==> config.mk <==
export PLATFORM = sky130hd
export DESIGN_NAME = fwma_front
export DESIGN_NICKNAME = d
export VERILOG_FILES = /design/src/fox_wolfram_moment_accumulator_assert.svh /design/src/fwma_pkg.sv /design/src/fwma_front.sv
export SDC_FILE = /design/constraint.sdc
export NUM_CORES = 2
export LEC_CHECK = 0
export BUFFER_PORTS_ARGS = -buffer_cell sky130_fd_sc_hd__clkbuf_2
export CORE_UTILIZATION = 63
export CTS_CLUSTER_SIZE = 24
export DETAILED_ROUTE_END_ITERATION = 7
export GPL_TIMING_DRIVEN = 0
export PLACE_DENSITY = 0.84
export SLEW_MARGIN = 40
export SYNTH_ARGS = -nofsm -noshare
export SYNTH_HDL_FRONTEND = slang
export SYNTH_SLANG_ARGS = --single-unit
==> constraint.sdc <==
create_clock -name clk -period 29.2 [get_ports clk]
set_clock_uncertainty 0.15 [all_clocks]
set_input_delay 5.84 -clock clk [delete_from_list [all_inputs] [get_ports clk]]
set_output_delay 5.84 -clock clk [all_outputs]
set_load 0.005 [all_outputs]
==> src/fox_wolfram_moment_accumulator_assert.svh <==
// ----------------------------------------------------------------------------
// Assertion macros
// Shared concurrent assertion forms for the moment accumulator RTL.
// ----------------------------------------------------------------------------
`ifndef FOX_WOLFRAM_MOMENT_ACCUMULATOR_ASSERT_SVH
`define FOX_WOLFRAM_MOMENT_ACCUMULATOR_ASSERT_SVH

// same-cycle implication, sampled on clk, off during reset
`define FWMA_ASSERT_IMPL(label, ante, cons, msg) \
  label: assert property (@(posedge clk) disable iff (!rst_n) (ante) |-> (cons)) \
    else $error(msg);

// next-cycle implication, sampled on clk, off during reset
`define FWMA_ASSERT_NEXT(label, ante, cons, msg) \
  label: assert property (@(posedge clk) disable iff (!rst_n) (ante) |=> (cons)) \
    else $error(msg);

`endif

==> src/fwma_pkg.sv <==
`timescale 1ns / 1ps
`default_nettype none
// ----------------------------------------------------------------------------
// fwma_pkg
// Widths, constants and the work-item type shared by the accumulator modules.
// ----------------------------------------------------------------------------
package fwma_pkg;

  localparam int NUM_MOMENTS = 11;
  localparam int ORD_W       = 4;
  localparam int ENERGY_W    = 16;
  localparam int EPROD_W     = 32;
  localparam int COS_W       = 16;
  localparam int P_W         = 32;
  localparam int CPROD_W     = 48;
  localparam int T_W         = 35;
  localparam int NUM_W       = 42;
  localparam int DIV_W       = 36;
  localparam int DIV_STEP    = 6;
  localparam int DIV_CYCLES  = DIV_W / DIV_STEP;
  localparam int DCNT_W      = 3;
  localparam int SUM_W       = 64;
  localparam int TERM_W      = 35;
  localparam int NORM_W      = 32;
  localparam int OUT_W       = 48;
  localparam int Q_W         = 49;

  localparam logic [NORM_W-1:0]       NORM_RESET = 32'd2065524;
  localparam logic signed [COS_W-1:0] COS_MAX    = 16'sd16384;
  localparam logic signed [COS_W-1:0] COS_MIN    = -16'sd16384;
  localparam logic signed [P_W-1:0]   P_ONE      = 32'sh4000_0000;

  localparam logic [SUM_W-1:0] SUM_MAX = {1'b0, {(SUM_W-1){1'b1}}};
  localparam logic [SUM_W-1:0] SUM_MIN = {1'b1, {(SUM_W-1){1'b0}}};
  localparam logic [Q_W-1:0]   Q_POS_MAX = {2'b00, {(OUT_W-1){1'b1}}};
  localparam logic [Q_W-1:0]   Q_NEG_MAG = {2'b01, {(OUT_W-1){1'b0}}};

  typedef struct packed {
    logic [ORD_W-1:0]      order;
    logic signed [P_W-1:0] poly;
    logic [EPROD_W-1:0]    energy;
    logic                  last;
  } fwma_op_t;

endpackage
`default_nettype wire

==> src/fwma_front.sv <==
`timescale 1ns / 1ps
`default_nettype none
// ----------------------------------------------------------------------------
// fwma_front
// Takes a pair beat, clamps the cosine and runs the Legendre recurrence one
// order at a time, issuing one accumulate op per order.
// ----------------------------------------------------------------------------
module fwma_front import fwma_pkg::*; #(
  parameter int MAX_ORDER = 10
) (
  input  wire logic                    clk,
  input  wire logic                    rst_n,
  input  wire logic                    in_valid,
  output logic                         in_stall,
  input  wire logic [ENERGY_W-1:0]     in_energy_first,
  input  wire logic [ENERGY_W-1:0]     in_energy_second,
  input  wire logic signed [COS_W-1:0] in_cos_angle,
  input  wire logic                    in_last_pair,
  output logic                         op_valid,
  input  wire logic                    op_ready,
  output fwma_op_t                     op
);

  typedef enum logic [4:0] {
    F_IDLE = 5'b00001,
    F_EMIT = 5'b00010,
    F_MUL  = 5'b00100,
    F_NUM  = 5'b01000,
    F_DIV  = 5'b10000
  } front_state_t;

  front_state_t              state_r, state_nxt;
  logic signed [COS_W-1:0]   c_r, c_clamp;
  logic [EPROD_W-1:0]        energy_r;
  logic                      last_r;
  logic [ORD_W-1:0]          n_r;
  logic signed [P_W-1:0]     p_hi_r, p_lo_r, p_new;
  logic signed [CPROD_W-1:0] prod_r;
  logic                      neg_r;
  logic [DIV_W-1:0]          dq_r, dq;
  logic [ORD_W-1:0]          rem_r, divisor, half;
  logic [DCNT_W-1:0]         dcnt_r;
  logic [CPROD_W:0]          prod_rnd;
  logic signed [T_W-1:0]     t;
  logic signed [5:0]         coef_a;
  logic signed [4:0]         coef_b;
  logic signed [NUM_W-1:0]   num;
  logic [NUM_W-1:0]          mag, mag_plus;
  logic [ORD_W:0]            r;
  logic                      accept, push, at_top, div_done;

  assign in_stall = (state_r != F_IDLE);
  assign accept   = in_valid && !in_stall;
  assign op_valid = (state_r == F_EMIT);
  assign push     = op_valid && op_ready;
  assign at_top   = (n_r == ORD_W'(MAX_ORDER));
  assign div_done = (dcnt_r == DCNT_W'(DIV_CYCLES - 1));

  always_comb begin
    op.order  = n_r;
    op.poly   = p_hi_r;
    op.energy = energy_r;
    op.last   = last_r && at_top;
  end

  always_comb begin
    priority if (in_cos_angle > COS_MAX) begin
      c_clamp = COS_MAX;
    end else if (in_cos_angle < COS_MIN) begin
      c_clamp = COS_MIN;
    end else begin
      c_clamp = in_cos_angle;
    end
  end

  // t = floor((c * Pn + 2^13) / 2^14), num = (2n+1) t - n P(n-1)
  always_comb begin
    prod_rnd = (CPROD_W + 1)'(prod_r) + (CPROD_W + 1)'(14'd8192);
    t        = prod_rnd[CPROD_W:CPROD_W-T_W+1];
    coef_a   = {1'b0, n_r, 1'b1};
    coef_b   = {1'b0, n_r};
    num      = NUM_W'(coef_a) * NUM_W'(t) - NUM_W'(coef_b) * NUM_W'(p_lo_r);
    mag      = num[NUM_W-1] ? NUM_W'(-num) : NUM_W'(num);
    divisor  = n_r + ORD_W'(1);
    half     = divisor >> 1;
    mag_plus = mag + NUM_W'(half);
  end

  // six restoring-division digits per cycle by the small divisor n+1
  always_comb begin
    r  = {1'b0, rem_r};
    dq = dq_r;
    for (int i = 0; i < DIV_STEP; i++) begin
      r  = {r[ORD_W-1:0], dq[DIV_W-1]};
      dq = {dq[DIV_W-2:0], 1'b0};
      if (r >= {1'b0, divisor}) begin
        r     = r - {1'b0, divisor};
        dq[0] = 1'b1;
      end
    end
    p_new = neg_r ? -$signed(dq[P_W-1:0]) : $signed(dq[P_W-1:0]);
  end

  always_comb begin
    state_nxt = state_r;
    unique case (state_r)
      F_IDLE: if (accept) state_nxt = F_EMIT;
      F_EMIT: begin
        if (push) begin
          priority if (at_top) begin
            state_nxt = F_IDLE;
          end else if (n_r == '0) begin
            state_nxt = F_EMIT;
          end else begin
            state_nxt = F_MUL;
          end
        end
      end
      F_MUL:  state_nxt = F_NUM;
      F_NUM:  state_nxt = F_DIV;
      F_DIV:  if (div_done) state_nxt = F_EMIT;
      default: state_nxt = F_IDLE;
    endcase
  end

  always_ff @(posedge clk) begin
    if (!rst_n) begin
      state_r <= F_IDLE;
    end else begin
      state_r <= state_nxt;
    end
  end

  always_ff @(posedge clk) begin
    unique case (state_r)
      F_IDLE: begin
        if (accept) begin
          c_r      <= c_clamp;
          energy_r <= EPROD_W'(in_energy_first) * EPROD_W'(in_energy_second);
          last_r   <= in_last_pair;
          n_r      <= '0;
          p_hi_r   <= P_ONE;
        end
      end
      F_EMIT: begin
        if (push && !at_top && n_r == '0) begin
          p_lo_r <= p_hi_r;
          p_hi_r <= $signed({c_r, 16'h0000});
          n_r    <= ORD_W'(1);
        end
      end
      F_MUL: prod_r <= CPROD_W'(c_r) * CPROD_W'(p_hi_r);
      F_NUM: begin
        neg_r  <= num[NUM_W-1];
        dq_r   <= mag_plus[DIV_W-1:0];
        rem_r  <= '0;
        dcnt_r <= '0;
      end
      F_DIV: begin
        dq_r   <= dq;
        rem_r  <= r[ORD_W-1:0];
        dcnt_r <= dcnt_r + DCNT_W'(1);
        if (div_done) begin
          p_lo_r <= p_hi_r;
          p_hi_r <= p_new;
          n_r    <= n_r + ORD_W'(1);
        end
      end
      default: ;
    endcase
  end

endmodule
`default_nettype wire

==> results summary <==
The number of H-tree levels came out at 1. The number of design-rule violations left by the first detailed-router iteration came out at 3,264. Registers take 0.00599 mm^2.

The core region is 0.0744 mm^2. In this run the count of I/O pins placed on the die edge is 124. Summing all multi-input logic gate instances after layout gives 0.0370 mm^2. The final count of pins violating max slew came out at 0. Setup repair after global routing left no endpoint under its margin. Counting flops with a built-in enable in the synthesized netlist gives 196. The number of maximum-capacitance constraint violations came out at 0. The launching element type of the critical path is a flop.

The starting utilization of the core area is 63.8%. The internal reg-to-reg setup slack came out at 12.91 ns. The post-CTS clock slew at the launch and capture registers of the worst setup and hold paths came out at 0.07 ns.

Dividing the synthesized area by the synthesized cell count gives 9.32 um^2. The most common cell after layout, fill and taps aside is sky130_fd_sc_hd__inv_1. The layout net count is 6,611. The synthesized netlist occupies a cell area of 0.0475 mm^2. The clock buffer count from CTS came out at 27. The number of routed nets with antenna violations is 0. The commonest register cell after synthesis is sky130_fd_sc_hd__edfxtp_1. The post-cts sizing count is 0. The relative area change from synthesis to final layout came out at 6.22%. The portion of the post-synthesis area used by sequential elements is 12.6%. The number of endpoints failing setup at the final stage came out at 0. Of all nets on the critical path, the largest fanout is 10. Adding up every negative setup slack in the final design gives 0 ns. For the worst setup path, the data arrival time is 16.47 ns. The final critical path time including I/O delays and setup came out at 16.29 ns. The actual transition at the worst max-transition pin came out at 0.981 ns. The number of antenna violations at the first check in global routing is 3.

The number of cells produced by synthesis is 5,094. The cell row count is 100. The origin of the critical flop-to-flop path is n_r[1]. The setup slack of the critical path after layout is 12.91 ns. The layout filler cell count came out at 5,560. The count of input and output buffers is 123. The post-detailed-placement half-perimeter wirelength came out at 106,000 um. The die span in x came out at 276 um. The endpoint of the lowest-slack register-to-register path is p_hi_r[26]. The final reports fail on DRC. The via density per instance came out at 5.93. The flow ran to the end, but the final reports show violations. The total nets after synthesis is 6,449.

The number of global-route vias before repair came out at 39,039. The maximum number of pins on one net before global-route repair came out at 44. The all-layer global routing usage is 35.4%.

Prior to clock tree synthesis, the placed netlist has a worst setup slack of 13.07 ns. The wire length per cell is 21.0 um. In the layout the commonest cells are sky130_fd_sc_hd__inv_1, sky130_fd_sc_hd__fa_1, sky130_fd_sc_hd__nand2_1. The post-synthesis async set-or-reset flop share is 0%. The buffer count from post-CTS setup fixing came out at 0. The clock latency reported for the late side of the worst-skew pair came out at 0.60 ns. The iteration count of the initial detailed-routing pass came out at 8. The worst path uses 55.8% of the clock period. The routed design has 131,000 um of wire.

The count of endpoints failing hold in the final timing report came out at 0. The worst slack on hold paths came out at 0.388 ns. The sum of overflow across all layers after global routing is 0. The clock tree from TritonCTS is done. Based on the critical path, the design can be clocked at up to 61.4 MHz. Among cell families on the critical path, the largest total delay comes from compound AO/OA/AOI/OAI gates.

The total number of vias is 37,038. The number of cells on the worst hold path came out at 1. The count of unique library cells instantiated by Yosys is 101.

The total clock sinks came out at 201. Data on the critical path is required at its endpoint by 29.38 ns. From bottom edge to top edge, the die measures 276 um. The class of the tightest hold or removal check is reg2reg. The flop and latch count out of synthesis came out at 201. The worst setup path is of the reg2reg kind.

The number of warnings issued by yosys came out at 0. The worst setup path is captured at a flop. Clock tree synthesis selected as its root buffer the cell sky130_fd_sc_hd__clkbuf_16. For this design, the slowest cell found on the critical path is sky130_fd_sc_hd__clkbuf_1.

The clock passes through at most 3 buffers. The final routed DRC violation total came out at 7. The most repeated library cell on the critical path is sky130_fd_sc_hd__ha_1.

The fraction of final layout cells sized beyond drive strength 1 is 4.53%. The combined buffer and inverter count along the critical path came out at 9. Routability-driven placement finished with a final weighted congestion of 1.01. The headroom to the max-slew limit is 34.6%. The endpoint of the worst hold-timing path is state_r[3]. For this design, the CTS-stage hold fixing added 0 buffers. The largest stage delay on the critical path is 0.61 ns. The worst reg-to-reg path cell count came out at 58. The startpoint identified for the worst hold timing path is state_r[4]. The die outline area came out at 0.0764 mm^2. The first global-routing pass estimated 210,000 um of wire.
-- synth_stat cells (all sizes together) (5+ instances only) --
master / count / share of area (%)
o22ai: 8 / 0.11
o31ai: 25 / 0.40
buf: 10 / 0.11
a21oi: 113 / 1.2
xor2: 101 / 1.9
edfxtp: 196 / 12
inv: 1020 / 8.1
and4: 8 / 0.15
o211ai: 18 / 0.31
nand4: 25 / 0.34
nor3: 49 / 0.54
nand3b: 9 / 0.14
xnor2: 135 / 2.5
a21boi: 7 / 0.11
ha: 369 / 9.7
a31oi: 17 / 0.24
nand2b: 50 / 0.66
dfxtp: 5 / 0.21
nor2b: 61 / 0.80
nor4: 16 / 0.24
nor3b: 8 / 0.13
a21o: 37 / 0.59
or2: 11 / 0.15
o41ai: 8 / 0.15
or3: 24 / 0.34
nand2: 669 / 5.3
and3: 28 / 0.37
mux2i: 14 / 0.30
o31a: 6 / 0.11
clkbuf: 184 / 1.5
o211a: 5 / 0.11
or4: 8 / 0.13
and2: 439 / 5.8
o21a: 27 / 0.43
a2111oi: 7 / 0.13
o21bai: 11 / 0.17
o21ai: 99 / 1.1
nor2: 194 / 1.5
nand3: 46 / 0.49
a211oi: 11 / 0.17
a31o: 5 / 0.092
o2111ai: 6 / 0.12
fa: 933 / 39
a211o: 7 / 0.13
-- registers in the layout, summed over array words and instances, names as in the netlist --
signal and count:
rem_r 4, neg_r 1, prod_r 35, p_lo_r 32, p_hi_r 32, last_r 1
energy_r 32, state_r 5, dq_r 36, n_r 4, c_r 16, dcnt_r 3
-- worst reg2reg max path: cells and delay by family (launching register included) --
kind,cells,cell delay [ns]
xor gates and xnor gates,1,0.42
adders and majority gates,7,2.22
AOI/OAI and AO/OA,23,6.02
buffers and inverters,9,2.64
and+or+nand+nor,15,3.28
DFF,1,0.45
muxes,3,0.81
-- cell families (layout without fill, tap and decap cells) --
kind of cell / after synthesis / count (layout) / synth area share, %
simple gates: 1661 / 1661 / 17.4
fa+ha+maj: 1304 / 1304 / 49.1
buf+inv: 1216 / 1398 / 9.64
compound gates: 460 / 460 / 6.44
xor+xnor: 237 / 237 / 4.43
flops: 201 / 201 / 12.6
mux: 15 / 15 / 0.319
other cells: 0 / 2 / 0
-- area by class of cell --
cell class / count / area share, %
Clock buffer: 29 / 1.35
Tap cell: 969 / 2.40
Clock inverter: 20 / 0.444
Inverter: 1022 / 7.61
Antenna cell: 2 / 0.00993
Sequential cell: 201 / 11.9
Timing Repair Buffer: 133 / 1.47
Multi-Input combinational cell: 3677 / 73.3
Buffer: 194 / 1.50
-- routing by layer --
metal | vias up | GRT usage, % | share of wire [%]
met5 | - | 0 | 0.0084
met4 | 2 | 21.3 | 7.6
met3 | 575 | 8.06 | 11
met2 | 2029 | 57.0 | 46
met1 | 18343 | 43.7 | 35
li1 | 16089 | - | -
-- how the worst max path moves through the flow --
stage                       from    endpoint  slack, ns  cells after the start
final                     n_r[1]  p_hi_r[26]      12.91                     58
after global placement    n_r[0]  p_hi_r[26]      13.24                     57
after detailed placement  n_r[0]  p_hi_r[26]      13.07                     57
after CTS                 n_r[0]  p_hi_r[26]      12.96                     58
after floorplan           n_r[0]  p_hi_r[26]      16.62                     57
after global routing      n_r[1]  p_hi_r[26]      11.90                     58
-- stage by stage --
stage	cells	cell area, um^2	utilization, %
floorplan	5094	47500	-
global placement	6186	49300	66.2
detailed placement	6196	49500	66.5
CTS	6245	50400	67.7
global route	6247	50400	67.7
finish	6247	50400	67.7
Power is not shown: default switching activity piles up to over one toggle a cycle in this logic, so the estimate is an artifact.
