File: config.mk
export PLATFORM = sky130hd
export DESIGN_NAME = fwma_fifo
export DESIGN_NICKNAME = d
export VERILOG_FILES = /design/src/fwma_pkg.sv /design/src/fwma_fifo.sv
export VERILOG_INCLUDE_DIRS = /design/src /design/src/src
export SDC_FILE = /design/constraint.sdc
export NUM_CORES = 1
export LEC_CHECK = 0
export BUFFER_PORTS_ARGS = -buffer_cell sky130_fd_sc_hd__buf_2
export CAP_MARGIN = 20
export CELL_PAD_IN_SITES_DETAIL_PLACEMENT = 1
export CELL_PAD_IN_SITES_GLOBAL_PLACEMENT = 1
export CORE_ASPECT_RATIO = 0.9
export CORE_MARGIN = 1.5
export CORE_UTILIZATION = 28
export CTS_BUF_LIST = sky130_fd_sc_hd__clkbuf_8
export DETAILED_ROUTE_END_ITERATION = 8
export PLACE_DENSITY_LB_ADDON = 0.1
export SETUP_SLACK_MARGIN = 0.2
export SLEW_MARGIN = 40
export SYNTH_ARGS = -nofsm -noshare
export SYNTH_HDL_FRONTEND = slang
export SYNTH_SLANG_ARGS = --single-unit
export TNS_END_PERCENT = 10
File: constraint.sdc
create_clock -name clk -period 5.15 [get_ports clk]
set_input_delay 1.2875 -clock clk [delete_from_list [all_inputs] [get_ports clk]]
set_output_delay 1.2875 -clock clk [all_outputs]
set_load 0.02 [all_outputs]
File: src/fox_wolfram_moment_accumulator_assert.svh
// ----------------------------------------------------------------------------
// Assertion macros
// Shared concurrent assertion forms for the moment accumulator RTL.
// ----------------------------------------------------------------------------
`ifndef FOX_WOLFRAM_MOMENT_ACCUMULATOR_ASSERT_SVH
`define FOX_WOLFRAM_MOMENT_ACCUMULATOR_ASSERT_SVH

// same-cycle implication, sampled on clk, off during reset
`define FWMA_ASSERT_IMPL(label, ante, cons, msg) \
  label: assert property (@(posedge clk) disable iff (!rst_n) (ante) |-> (cons)) \
    else $error(msg);

// next-cycle implication, sampled on clk, off during reset
`define FWMA_ASSERT_NEXT(label, ante, cons, msg) \
  label: assert property (@(posedge clk) disable iff (!rst_n) (ante) |=> (cons)) \
    else $error(msg);

`endif

File: src/fwma_pkg.sv
`timescale 1ns / 1ps
`default_nettype none
// ----------------------------------------------------------------------------
// fwma_pkg
// Widths, constants and the work-item type shared by the accumulator modules.
// ----------------------------------------------------------------------------
package fwma_pkg;

  localparam int NUM_MOMENTS = 11;
  localparam int ORD_W       = 4;
  localparam int ENERGY_W    = 16;
  localparam int EPROD_W     = 32;
  localparam int COS_W       = 16;
  localparam int P_W         = 32;
  localparam int CPROD_W     = 48;
  localparam int T_W         = 35;
  localparam int NUM_W       = 42;
  localparam int DIV_W       = 36;
  localparam int DIV_STEP    = 6;
  localparam int DIV_CYCLES  = DIV_W / DIV_STEP;
  localparam int DCNT_W      = 3;
  localparam int SUM_W       = 64;
  localparam int TERM_W      = 35;
  localparam int NORM_W      = 32;
  localparam int OUT_W       = 48;
  localparam int Q_W         = 49;

  localparam logic [NORM_W-1:0]       NORM_RESET = 32'd2065524;
  localparam logic signed [COS_W-1:0] COS_MAX    = 16'sd16384;
  localparam logic signed [COS_W-1:0] COS_MIN    = -16'sd16384;
  localparam logic signed [P_W-1:0]   P_ONE      = 32'sh4000_0000;

  localparam logic [SUM_W-1:0] SUM_MAX = {1'b0, {(SUM_W-1){1'b1}}};
  localparam logic [SUM_W-1:0] SUM_MIN = {1'b1, {(SUM_W-1){1'b0}}};
  localparam logic [Q_W-1:0]   Q_POS_MAX = {2'b00, {(OUT_W-1){1'b1}}};
  localparam logic [Q_W-1:0]   Q_NEG_MAG = {2'b01, {(OUT_W-1){1'b0}}};

  typedef struct packed {
    logic [ORD_W-1:0]      order;
    logic signed [P_W-1:0] poly;
    logic [EPROD_W-1:0]    energy;
    logic                  last;
  } fwma_op_t;

endpackage
`default_nettype wire

File: src/fwma_fifo.sv
`timescale 1ns / 1ps
`default_nettype none
// ----------------------------------------------------------------------------
// fwma_fifo
// Short op queue between the recurrence front and the accumulate back.
// ----------------------------------------------------------------------------
`include "fox_wolfram_moment_accumulator_assert.svh"
module fwma_fifo import fwma_pkg::*; #(
  parameter int DEPTH = 4
) (
  input  wire logic      clk,
  input  wire logic      rst_n,
  input  wire logic      push_valid,
  output logic           push_ready,
  input  wire fwma_op_t  push_data,
  output logic           pop_valid,
  input  wire logic      pop_ready,
  output fwma_op_t       pop_data
);

  localparam int PTR_W = $clog2(DEPTH);
  localparam int CNT_W = $clog2(DEPTH + 1);

  fwma_op_t          mem_r [DEPTH];
  logic [PTR_W-1:0]  wr_ptr_r, rd_ptr_r;
  logic [CNT_W-1:0]  cnt_r;
  logic              push, pop;

  assign push_ready = (cnt_r != CNT_W'(DEPTH));
  assign pop_valid  = (cnt_r != '0);
  assign push       = push_valid && push_ready;
  assign pop        = pop_valid && pop_ready;
  assign pop_data   = mem_r[rd_ptr_r];

  always_ff @(posedge clk) begin
    if (push) begin
      mem_r[wr_ptr_r] <= push_data;
    end
  end

  always_ff @(posedge clk) begin
    if (!rst_n) begin
      wr_ptr_r <= '0;
      rd_ptr_r <= '0;
      cnt_r    <= '0;
    end else begin
      if (push) wr_ptr_r <= wr_ptr_r + PTR_W'(1);
      if (pop)  rd_ptr_r <= rd_ptr_r + PTR_W'(1);
      unique case ({push, pop})
        2'b10:   cnt_r <= cnt_r + CNT_W'(1);
        2'b01:   cnt_r <= cnt_r - CNT_W'(1);
        default: cnt_r <= cnt_r;
      endcase
    end
  end

  `FWMA_ASSERT_IMPL(a_fifo_bound, 1'b1, cnt_r <= CNT_W'(DEPTH), "op queue count over depth")
  `FWMA_ASSERT_NEXT(a_fifo_fill, push && !pop, cnt_r == $past(cnt_r) + CNT_W'(1), "op queue count did not advance")

endmodule
`default_nettype wire

==> results.yml, run 1 <==
route:
  drcViolationCount: 0
  wl_mm: 23.05
  vias: 4845
  vias_per_cell: 4.377
  drt_iter0_markers: 189
  ant_nets: 0
  dr.pass1.iters: 6
  wl_per_cell_um: 20.82
global_routing:
  grt_max_degree: 46
  grt_pass1_wl_mm: 34.57
  grt_use_total_pct: 12.42
  grt_antenna_before_repair: 5
  grt_use_met1_pct: 14.83
  grt_pass1_vias: 5595
  grt_use_met2_pct: 20.95
  overflow: 0
  met3_usage_pct: 4.216
  grt.busiest_layer: "met2"
synth:
  synth_area_mm2: 0.01045
  synth.area.top_cells: "edfxtp_1 (79%), mux4_2 (15%), dfxtp_1 (1.7%)"
  synth_adder_area_share_pct: 0.7905
  syn_area_per_cell_um2: 25.29
  netlist.area_leader.share_pct: 79.34
  syn-num-nets: 492
  synthSimpleGateAreaFrac_pct: 0.9103
  synth_compound_area_share_pct: 0.4072
  yosysTopAreaCell: "edfxtp_1"
  synth-seq-cells: 285
  muxShareOfSynthArea_pct: 15.07
  ys_seq_area_share_pct: 81.06
  synth_cell_type_count: 24
  synth_xor_area_share_pct: 0.3354
  synth_top_family_by_area: "multiplexers"
  post_synth_inst_count: 413
  synth_warnings: 0
power_and_ir_drop:
  p_seq_share_pct: 46.2
  clkPwrFrac_pct: 28.4
  comb_power_share_pct: 25.5
  ir_drop_mv: 0.1844
  switchingPower_mw: 1.882
  p_per_area_mw_per_mm2: 499.6
  p_sw_share_pct: 29.86
  p_leak_nw: 4.225
  p_int_mw: 4.421
sta:
  setup_viol: 0
  maxSlewHeadroom_pct: 47.14
  period_needed_ps: 3714
  fmax_ghz: 0.2692
  skew_ps: 11.73
  worstMarginPinSlew_ps: 792.9
  setup_tns_ps: 0
  period_share_pct: 72.12
  hold_violations: 0
  grt_setup_unrepaired: "false"
  finalMaxSlewViolations: 0
critical_path:
  r2r_start: "cnt_r[1]$_SDFFE_PN0P_"
  worstPathArrival_ps: 2430
  rr_worst_depth: 4
  end_kind: "output port"
  worst_setup_path_start_kind: "register"
  required_ps: 3860
  path_class: "reg2out"
  cp_max_fo: 22
cts:
  cts_resized: 0
  clock_latency_ps: 560
  clk_pin_slew_worst_paths_ps: 50
  cts_buffers: 49
  ctsHtreeMaxLevel: 2
  clockRootBuffer: "clkbuf_8"
  cts_tree: "yes"
  postCtsSetupBuffers: 0
  clk_path_buf_depth: 3
  cts_sinks: 285
  cts_hold_buf: 0
job:
  maxCapViolations: 0
cells_and_area:
  fill_cells: 3605
  final_common_cell: "edfxtp_1"
  multi_input_comb_area_mm2: 0.001839
  instances_no_fill: 1107
  area_growth_pct: 20.79
  regArea_mm2: 0.008476
  final_area_mm2: 0.01262
  fin_nets: 682
  layout_common_cells: "edfxtp_1 (276), buf_2 (143), mux4_2 (69)"
  layout-drive-gt1-share_pct: 45.15
placement:
  io_buffers: 143
  place_area_mm2: 0.01176
  dp_cells: 1027
  hpwl_mm: 13.90
  gp_congestion: 0.6763
hold_path:
  whs_path_depth: 2
  hold_start: "wr_ptr_r[0]$_SDFFE_PN0P_"
  hold_class: "reg2reg"
outcome:
  status: "finished, final reports clean"
die:
  coreArea_mm2: 0.03642
  die_h_um: 186.2
  rows: 66
  fp.dieArea_mm2: 0.03848
  initial_core_util_pct: 28.68
  die_w_um: 206.6
  boundaryPins: 144
==> registers in the layout, indices dropped and copies added, names as in the netlist, named ones only <==
| name | count |
|---|---|
| wr_ptr_r | 2 |
| rd_ptr_r | 2 |
| mem_r | 276 |
| cnt_r | 3 |
==> metrics by stage <==
step           hold slack (ps)  utilization (%)  worst slack [ps]  power (mW)
6_report                 516.5            34.65              1436       6.304
2_1_floorplan            467.7                -              1374       4.071
4_1_cts                  518.4            34.58              1278       6.464
3_5_place_dp             510.1            32.30              1701       4.623
5_1_grt                  543.5            34.64              1225       6.648
3_3_place_gp             481.8            32.25              1741       4.593
==> synthesized netlist by cell type (all sizes together) <==
cell,count
edfxtp,276
mux4,69
buf,11
dfxtp,9
and2,7
clkbuf,6
inv,6
nand2,6
ha,5
xnor2,3
a21boi,2
mux2i,2
nor2b,2
o21ai,2
or3,2
fa,1
nor2,1
o311ai,1
o31a,1
xor2,1
==> power groups by stage <==
stage          logic (mW)  clock network, mW  registers (mW)
6_report             1.60               1.79            2.91
5_1_grt              1.74               1.97            2.94
4_1_cts              1.66               1.88            2.92
3_5_place_dp         1.65                  0            2.97
3_3_place_gp         1.62                  0            2.97
2_1_floorplan        1.18                  0            2.90
==> final cells by class <==
class | count | share of cell area, %
antenna | 2 | 0.03966
clock buffer | 51 | 5.563
timing repair buffer | 156 | 6.743
tap | 476 | 4.720
clock inverter | 26 | 1.011
sequential | 285 | 67.17
inverter | 6 | 0.1785
multi-input combinational | 105 | 14.58
==> worst paths after layout <==
| path | to | slack [ps] |
|---|---|---|
| worst max-delay path | pop_data[53] | 1440 |
| worst min-delay path | wr_ptr_r[0]$_SDFFE_PN0P_ | 520 |
| worst max register to register | mem_r[3][38]$_DFFE_PP_ | 2670 |
| worst min register to register | wr_ptr_r[0]$_SDFFE_PN0P_ | 520 |
==> layer usage <==
layer | part of all wire, % | wire length, um | vias to the layer above
met5 | 0.22 | 50 | -
met4 | 2.3 | 520 | 6
met3 | 6.9 | 1591 | 51
met2 | 49 | 11280 | 130
met1 | 42 | 9601 | 2522
li1 | - | - | 2136
==> critical path, stage by stage, from the launching register on <==
cell and delay (ps):
dfxtp_4 550, buf_4 500, mux4_2 620, buf_2 190
==> logic make-up (layout without fill, tap and decap cells) <==
logic type | Yosys count | in the layout
flip-flops | 285 | 285
adder cells (fa/ha/maj) | 6 | 6
other | 0 | 2
buffers and inverters | 23 | 239
AND/OR/NAND/NOR | 18 | 18
multiplexers | 71 | 71
XOR/XNOR | 4 | 4
AO/OA/AOI/OAI | 6 | 6
(Power assumes the default switching activity.)
==> run 2, diff against run 1 <==
Settings changed: ABC_AREA from default to 1.
Clock period 5.15 ns to 3.5 ns, I/O delays scaled along.
==> run 2 against run 1 <==
Against the previous run:
- die area grew 2.5%
- highest routed layer unchanged
- critical path type unchanged
- area after synthesis grew 2.6%
- critical endpoint is now pop_data[2]
- largest cell class unchanged
- cell count grew 29%
- clock-buffer cell count grew 4
==> results.yml, run 2 <==
route:
  vias: 6790
  drcViolationCount: 0
  wl_per_cell_um: 20.05
  drt_iter0_markers: 308
  wl_mm: 28.72
  vias_per_cell: 4.742
  dr.pass1.iters: 4
  ant_nets: 0
die:
  boundaryPins: 144
  die_w_um: 209.2
  coreArea_mm2: 0.03747
  fp.dieArea_mm2: 0.03945
  rows: 67
  initial_core_util_pct: 28.59
  die_h_um: 188.6
critical_path:
  end_kind: "output port"
  worst_setup_path_start_kind: "register"
  required_ps: 2620
  worstPathArrival_ps: 2300
  path_class: "reg2out"
  cp_max_fo: 58
  rr_worst_depth: 12
synth:
  synth_area_mm2: 0.01071
  synthArstFlopShare_pct: 0
  synth_cell_type_count: 20
  syn-num-nets: 814
  synth-seq-cells: 285
  netlist.area_leader.share_pct: 77.36
  synth_edf_count: 276
  post_synth_inst_count: 735
  ys_seq_area_share_pct: 79.04
  yosysMostFrequentCell: "edfxtp_1"
  syn_area_per_cell_um2: 14.58
  ys_top_cells_by_count: "edfxtp_1 (276), nor2_1 (148), o21ai_0 (88)"
  yosys_most_used_dff: "edfxtp_1"
  synth_warnings: 0
  yosysTopAreaCell: "edfxtp_1"
  synth.area.top_cells: "edfxtp_1 (77%), nor2_1 (5.2%), o21ai_0 (4.1%)"
cts:
  clockRootBuffer: "clkbuf_8"
  clk_path_buf_depth: 3
  clk_pin_slew_worst_paths_ps: 50
  clock_latency_ps: 560
  ctsHtreeMaxLevel: 2
  cts_sinks: 285
  cts_buffers: 52
  postCtsSetupBuffers: 0
  cts_hold_buf: 0
  cts_tree: "yes"
power_and_ir_drop:
  p_leak_nw: 4.548
  p_per_area_mw_per_mm2: 725.5
  power_mw: 9.355
  ir_drop_mv: 0.2649
cells_and_area:
  largest_reg_flops: 276
  layout_common_cells: "edfxtp_1 (276), nor2_1 (144), buf_2 (143)"
  final_core_util_pct: 34.41
  fin_nets: 987
  layout-drive-gt1-share_pct: 24.00
  area_growth_pct: 20.34
  instances_no_fill: 1432
  final_common_cell: "edfxtp_1"
  max_flop_register: "mem_r"
  fill_cells: 3955
  top_regs: "mem_r (276), cnt_r (3)"
placement:
  gp_congestion: 0.7023
  dp_cells: 1337
  pre_cts_ws_ps: 786.3
  io_buffers: 143
  hpwl_mm: 16.49
sta:
  fmax_ghz: 0.3149
  setup_viol: 0
  holdWs_ps: 517.2
  hold_violations: 0
  worstMarginPinSlew_ps: 727.3
  final.setup.worst_slack_ps: 324.8
  period_share_pct: 90.72
  finalMaxSlewViolations: 0
  period_needed_ps: 3175
  skew_ps: 20.70
  grt_setup_unrepaired: "true"
  maxSlewHeadroom_pct: 51.51
global_routing:
  grt_pass1_vias: 7405
  overflow: 0
  grt_max_degree: 59
  grt_pass1_wl_mm: 44.28
  grt_use_total_pct: 14.69
  grt_antenna_before_repair: 5
outcome:
  status: "finished, final reports clean"
hold_path:
  whs_path_depth: 2
  hold_class: "reg2reg"
job:
  maxCapViolations: 0
-- run 2: timing repair --
action                     CTS  global route
gates cloned                 0             0
resized for setup            1             1
setup endpoints to repair    7            30
-- run 2: kinds of logic (layout without fill, tap and decap cells) --
family	count (synthesis)	after routing	synth area share, %
fa+ha+maj	6	6	0.7708
buf+inv	62	273	3.445
compound gates	214	214	10.80
flops	285	285	79.04
other cells	0	3	0
simple gates	168	168	5.944
-- run 2: layout make-up --
class                      count  area [um^2]  area share (%)
timing repair buffer         163        932.1           7.230
sequential                   285         8473           65.72
clock buffer                  55        757.0           5.871
clock inverter                37        140.1           1.087
inverter                      18        72.57          0.5628
multi-input combinational    388         1907           14.79
antenna                        3        7.507         0.05822
tap                          483        604.3           4.687
-- run 2: critical path, cell delays in order (launching register included) --
cell     delay (ps)
dfxtp_4         460
inv_6           280
buf_12          310
nor2_1           80
o22ai_1         310
buf_2           230
-- run 2: layer usage --
layer / track usage, % / part of all wire [%]
met1: 19.16 / 46
met2: 24.33 / 48
met3: 3.483 / 4.7
met4: 4.292 / 1.8
met5: 0 / 0.080
-- run 2: metrics by stage --
stage	TNS (ps)	instance area [um^2]
after floorplan	-252350	10710
after global placement	0	11980
after detailed placement	0	11980
after CTS	0	12880
after global routing	0	12890
final	0	12890
-- run 2: final timing paths --
check                                         startpoint  slack (ps)                       end
worst max-delay path                            register         320               pop_data[2]
worst min register to register  wr_ptr_r[0]$_SDFFE_PN0P_         520  wr_ptr_r[0]$_SDFFE_PN0P_
worst max register to register     cnt_r[1]$_SDFFE_PN0P_        1220     cnt_r[2]$_SDFFE_PN0P_
worst min-delay path            wr_ptr_r[0]$_SDFFE_PN0P_         520  wr_ptr_r[0]$_SDFFE_PN0P_
-- run 2: where the power goes --
group          total, mW  internal, mW  switching, mW
Sequential          4.17          4.06          0.112
Combinational       2.44         0.697           1.75
Clock               2.74          1.43           1.31
Total               9.35          6.19           3.17
==> run 3, diff against run 2 <==
Settings changed: RECOVER_POWER from default to 50.
==> run 3 against run 2 <==
Against the previous run:
- the flow now finishes with violations (max-capacitance violations, max-slew violations)
- first-iteration DRC count down 4.2%
- worst hold slack about the same
- fmax about the same
- clock skew down 2.9 ps
==> results.yml, run 3 (synthesized netlist as in run 2, its figures left out) <==
placement:
  gp_congestion: 0.7023
  place_area_mm2: 0.01198
  hpwl_mm: 16.49
  io_buffers: 143
cts:
  cts_sinks: 285
  cts_buffers: 52
  cts_hold_buf: 0
  clock_latency_ps: 560
  postCtsSetupBuffers: 0
  clk_path_buf_depth: 3
  clk_pin_slew_worst_paths_ps: 50
  clockRootBuffer: "clkbuf_8"
  cts_tree: "yes"
  ctsHtreeMaxLevel: 2
hold_path:
  hold_class: "reg2reg"
  whs_path_depth: 2
  hold_end: "wr_ptr_r[0]$_SDFFE_PN0P_"
  hold_start: "wr_ptr_r[0]$_SDFFE_PN0P_"
critical_path:
  worst_setup_path_start_kind: "register"
  r2r_end: "mem_r[0][11]$_DFFE_PP_"
  worstPathArrival_ps: 2300
  path_class: "reg2out"
  crit_slowest_cell: "dfxtp_4"
  required_ps: 2620
  rr_worst_depth: 5
  slowest_delay_ps: 460
  crit_chain: "inv_6 > buf_12 > nor2_1 > o22ai_1 > buf_2"
  cp_max_fo: 58
  end_kind: "output port"
  rrSetupSlack_ps: 730
  r2r_start: "cnt_r[1]$_SDFFE_PN0P_"
cells_and_area:
  final_common_cell: "edfxtp_1"
  max_flop_register: "mem_r"
  layout-drive-gt1-share_pct: 16.49
  top_regs: "mem_r (276), cnt_r (3)"
  multi_input_comb_area_mm2: 0.001899
  largest_reg_flops: 276
  final_area_mm2: 0.01276
  regArea_mm2: 0.008473
  layout_common_cells: "edfxtp_1 (276), nor2_1 (145), o21ai_0 (88)"
  area_growth_pct: 19.13
  final_core_util_pct: 34.06
  fin_nets: 987
  fill_cells: 3966
route:
  dr.pass1.iters: 4
  vias_per_cell: 4.759
  vias: 6810
  ant_nets: 0
  wl_mm: 28.75
  wl_per_cell_um: 20.09
  drcViolationCount: 0
  drt_iter0_markers: 295
die:
  die_w_um: 209.2
  boundaryPins: 144
  rows: 67
  coreArea_mm2: 0.03747
  die_h_um: 188.6
  fp.dieArea_mm2: 0.03945
  initial_core_util_pct: 28.59
job:
  maxCapViolations: 2
global_routing:
  grt_antenna_before_repair: 4
  grt_pass1_vias: 7405
  grt_pass1_wl_mm: 44.28
  grt_max_degree: 59
  overflow: 0
  grt_use_total_pct: 14.69
sta:
  period_needed_ps: 3174
  grt_setup_unrepaired: "true"
  finalMaxSlewViolations: 96
  period_share_pct: 90.69
  setup_tns_ps: 0
  maxSlewHeadroom_pct: -11.92
  hold_violations: 0
  worstMarginPinSlew_ps: 1679
  fmax_ghz: 0.3150
  skew_ps: 17.79
  setup_viol: 0
power_and_ir_drop:
  p_per_area_mw_per_mm2: 731.2
  p_leak_nw: 4.346
  ir_drop_mv: 0.2636
  power_mw: 9.333
outcome:
  status: "finished with violations"
  violations: "max-capacitance violations, max-slew violations"
[run 3: power breakdown]
part / switching [mW] / internal [mW] / leakage, nW
Sequential: 0.112 / 4.07 / 2.61
Clock: 1.31 / 1.43 / 0.531
Combinational: 1.74 / 0.674 / 1.21
[run 3: worst max-delay path: cells and delay by family (launching register included)]
family,cells,cell delay (ps)
flip-flops,1,460
AND/OR/NAND/NOR,1,80
AO/OA/AOI/OAI,1,320
buffers and inverters,3,820
[run 3: worst max-delay path by stage]
stage,startpoint,to,slack [ps],depth (start not counted)
final,register,pop_data[2],330,5
after global routing,register,pop_data[2],110,5
after CTS,register,pop_data[43],160,4
after detailed placement,register,pop_data[2],790,5
after global placement,register,pop_data[43],820,4
after floorplan,push_valid,mem_r[0][0]$_DFFE_PP_,-910,2
[run 3: metrics by stage]
| step | std cells | hold WS (ps) | worst slack (ps) |
|---|---|---|---|
| 2_1_floorplan | 735 | 462.1 | -914.3 |
| 3_3_place_gp | 1337 | 491.1 | 815.9 |
| 3_5_place_dp | 1337 | 515.3 | 786.3 |
| 4_1_cts | 1429 | 477.5 | 156.1 |
| 5_1_grt | 1430 | 538.3 | 107.5 |
| 6_report | 1431 | 517.2 | 325.8 |
[run 3: area by class of cell]
class	count	share of cell area [%]
clock inverter	37	1.098
antenna	2	0.03921
multi-input combinational	388	14.88
tap	483	4.735
sequential	285	66.39
timing repair buffer	163	6.362
inverter	18	0.5686
clock buffer	55	5.931
[run 3: timing repair]
action                                  4_1_cts  5_1_grt
endpoints found under the setup margin        7       30
pin swaps                                     0        0
resized for setup                             1        1
[run 3: layer usage]
metal | vias to the layer above | GRT usage [%] | share of wire (%)
met1 | 3500 | 19.16 | 46
li1 | 3113 | - | -
met3 | 46 | 3.483 | 4.5
met5 | - | 0 | 0.045
met2 | 149 | 24.33 | 48
met4 | 2 | 4.292 | 1.9
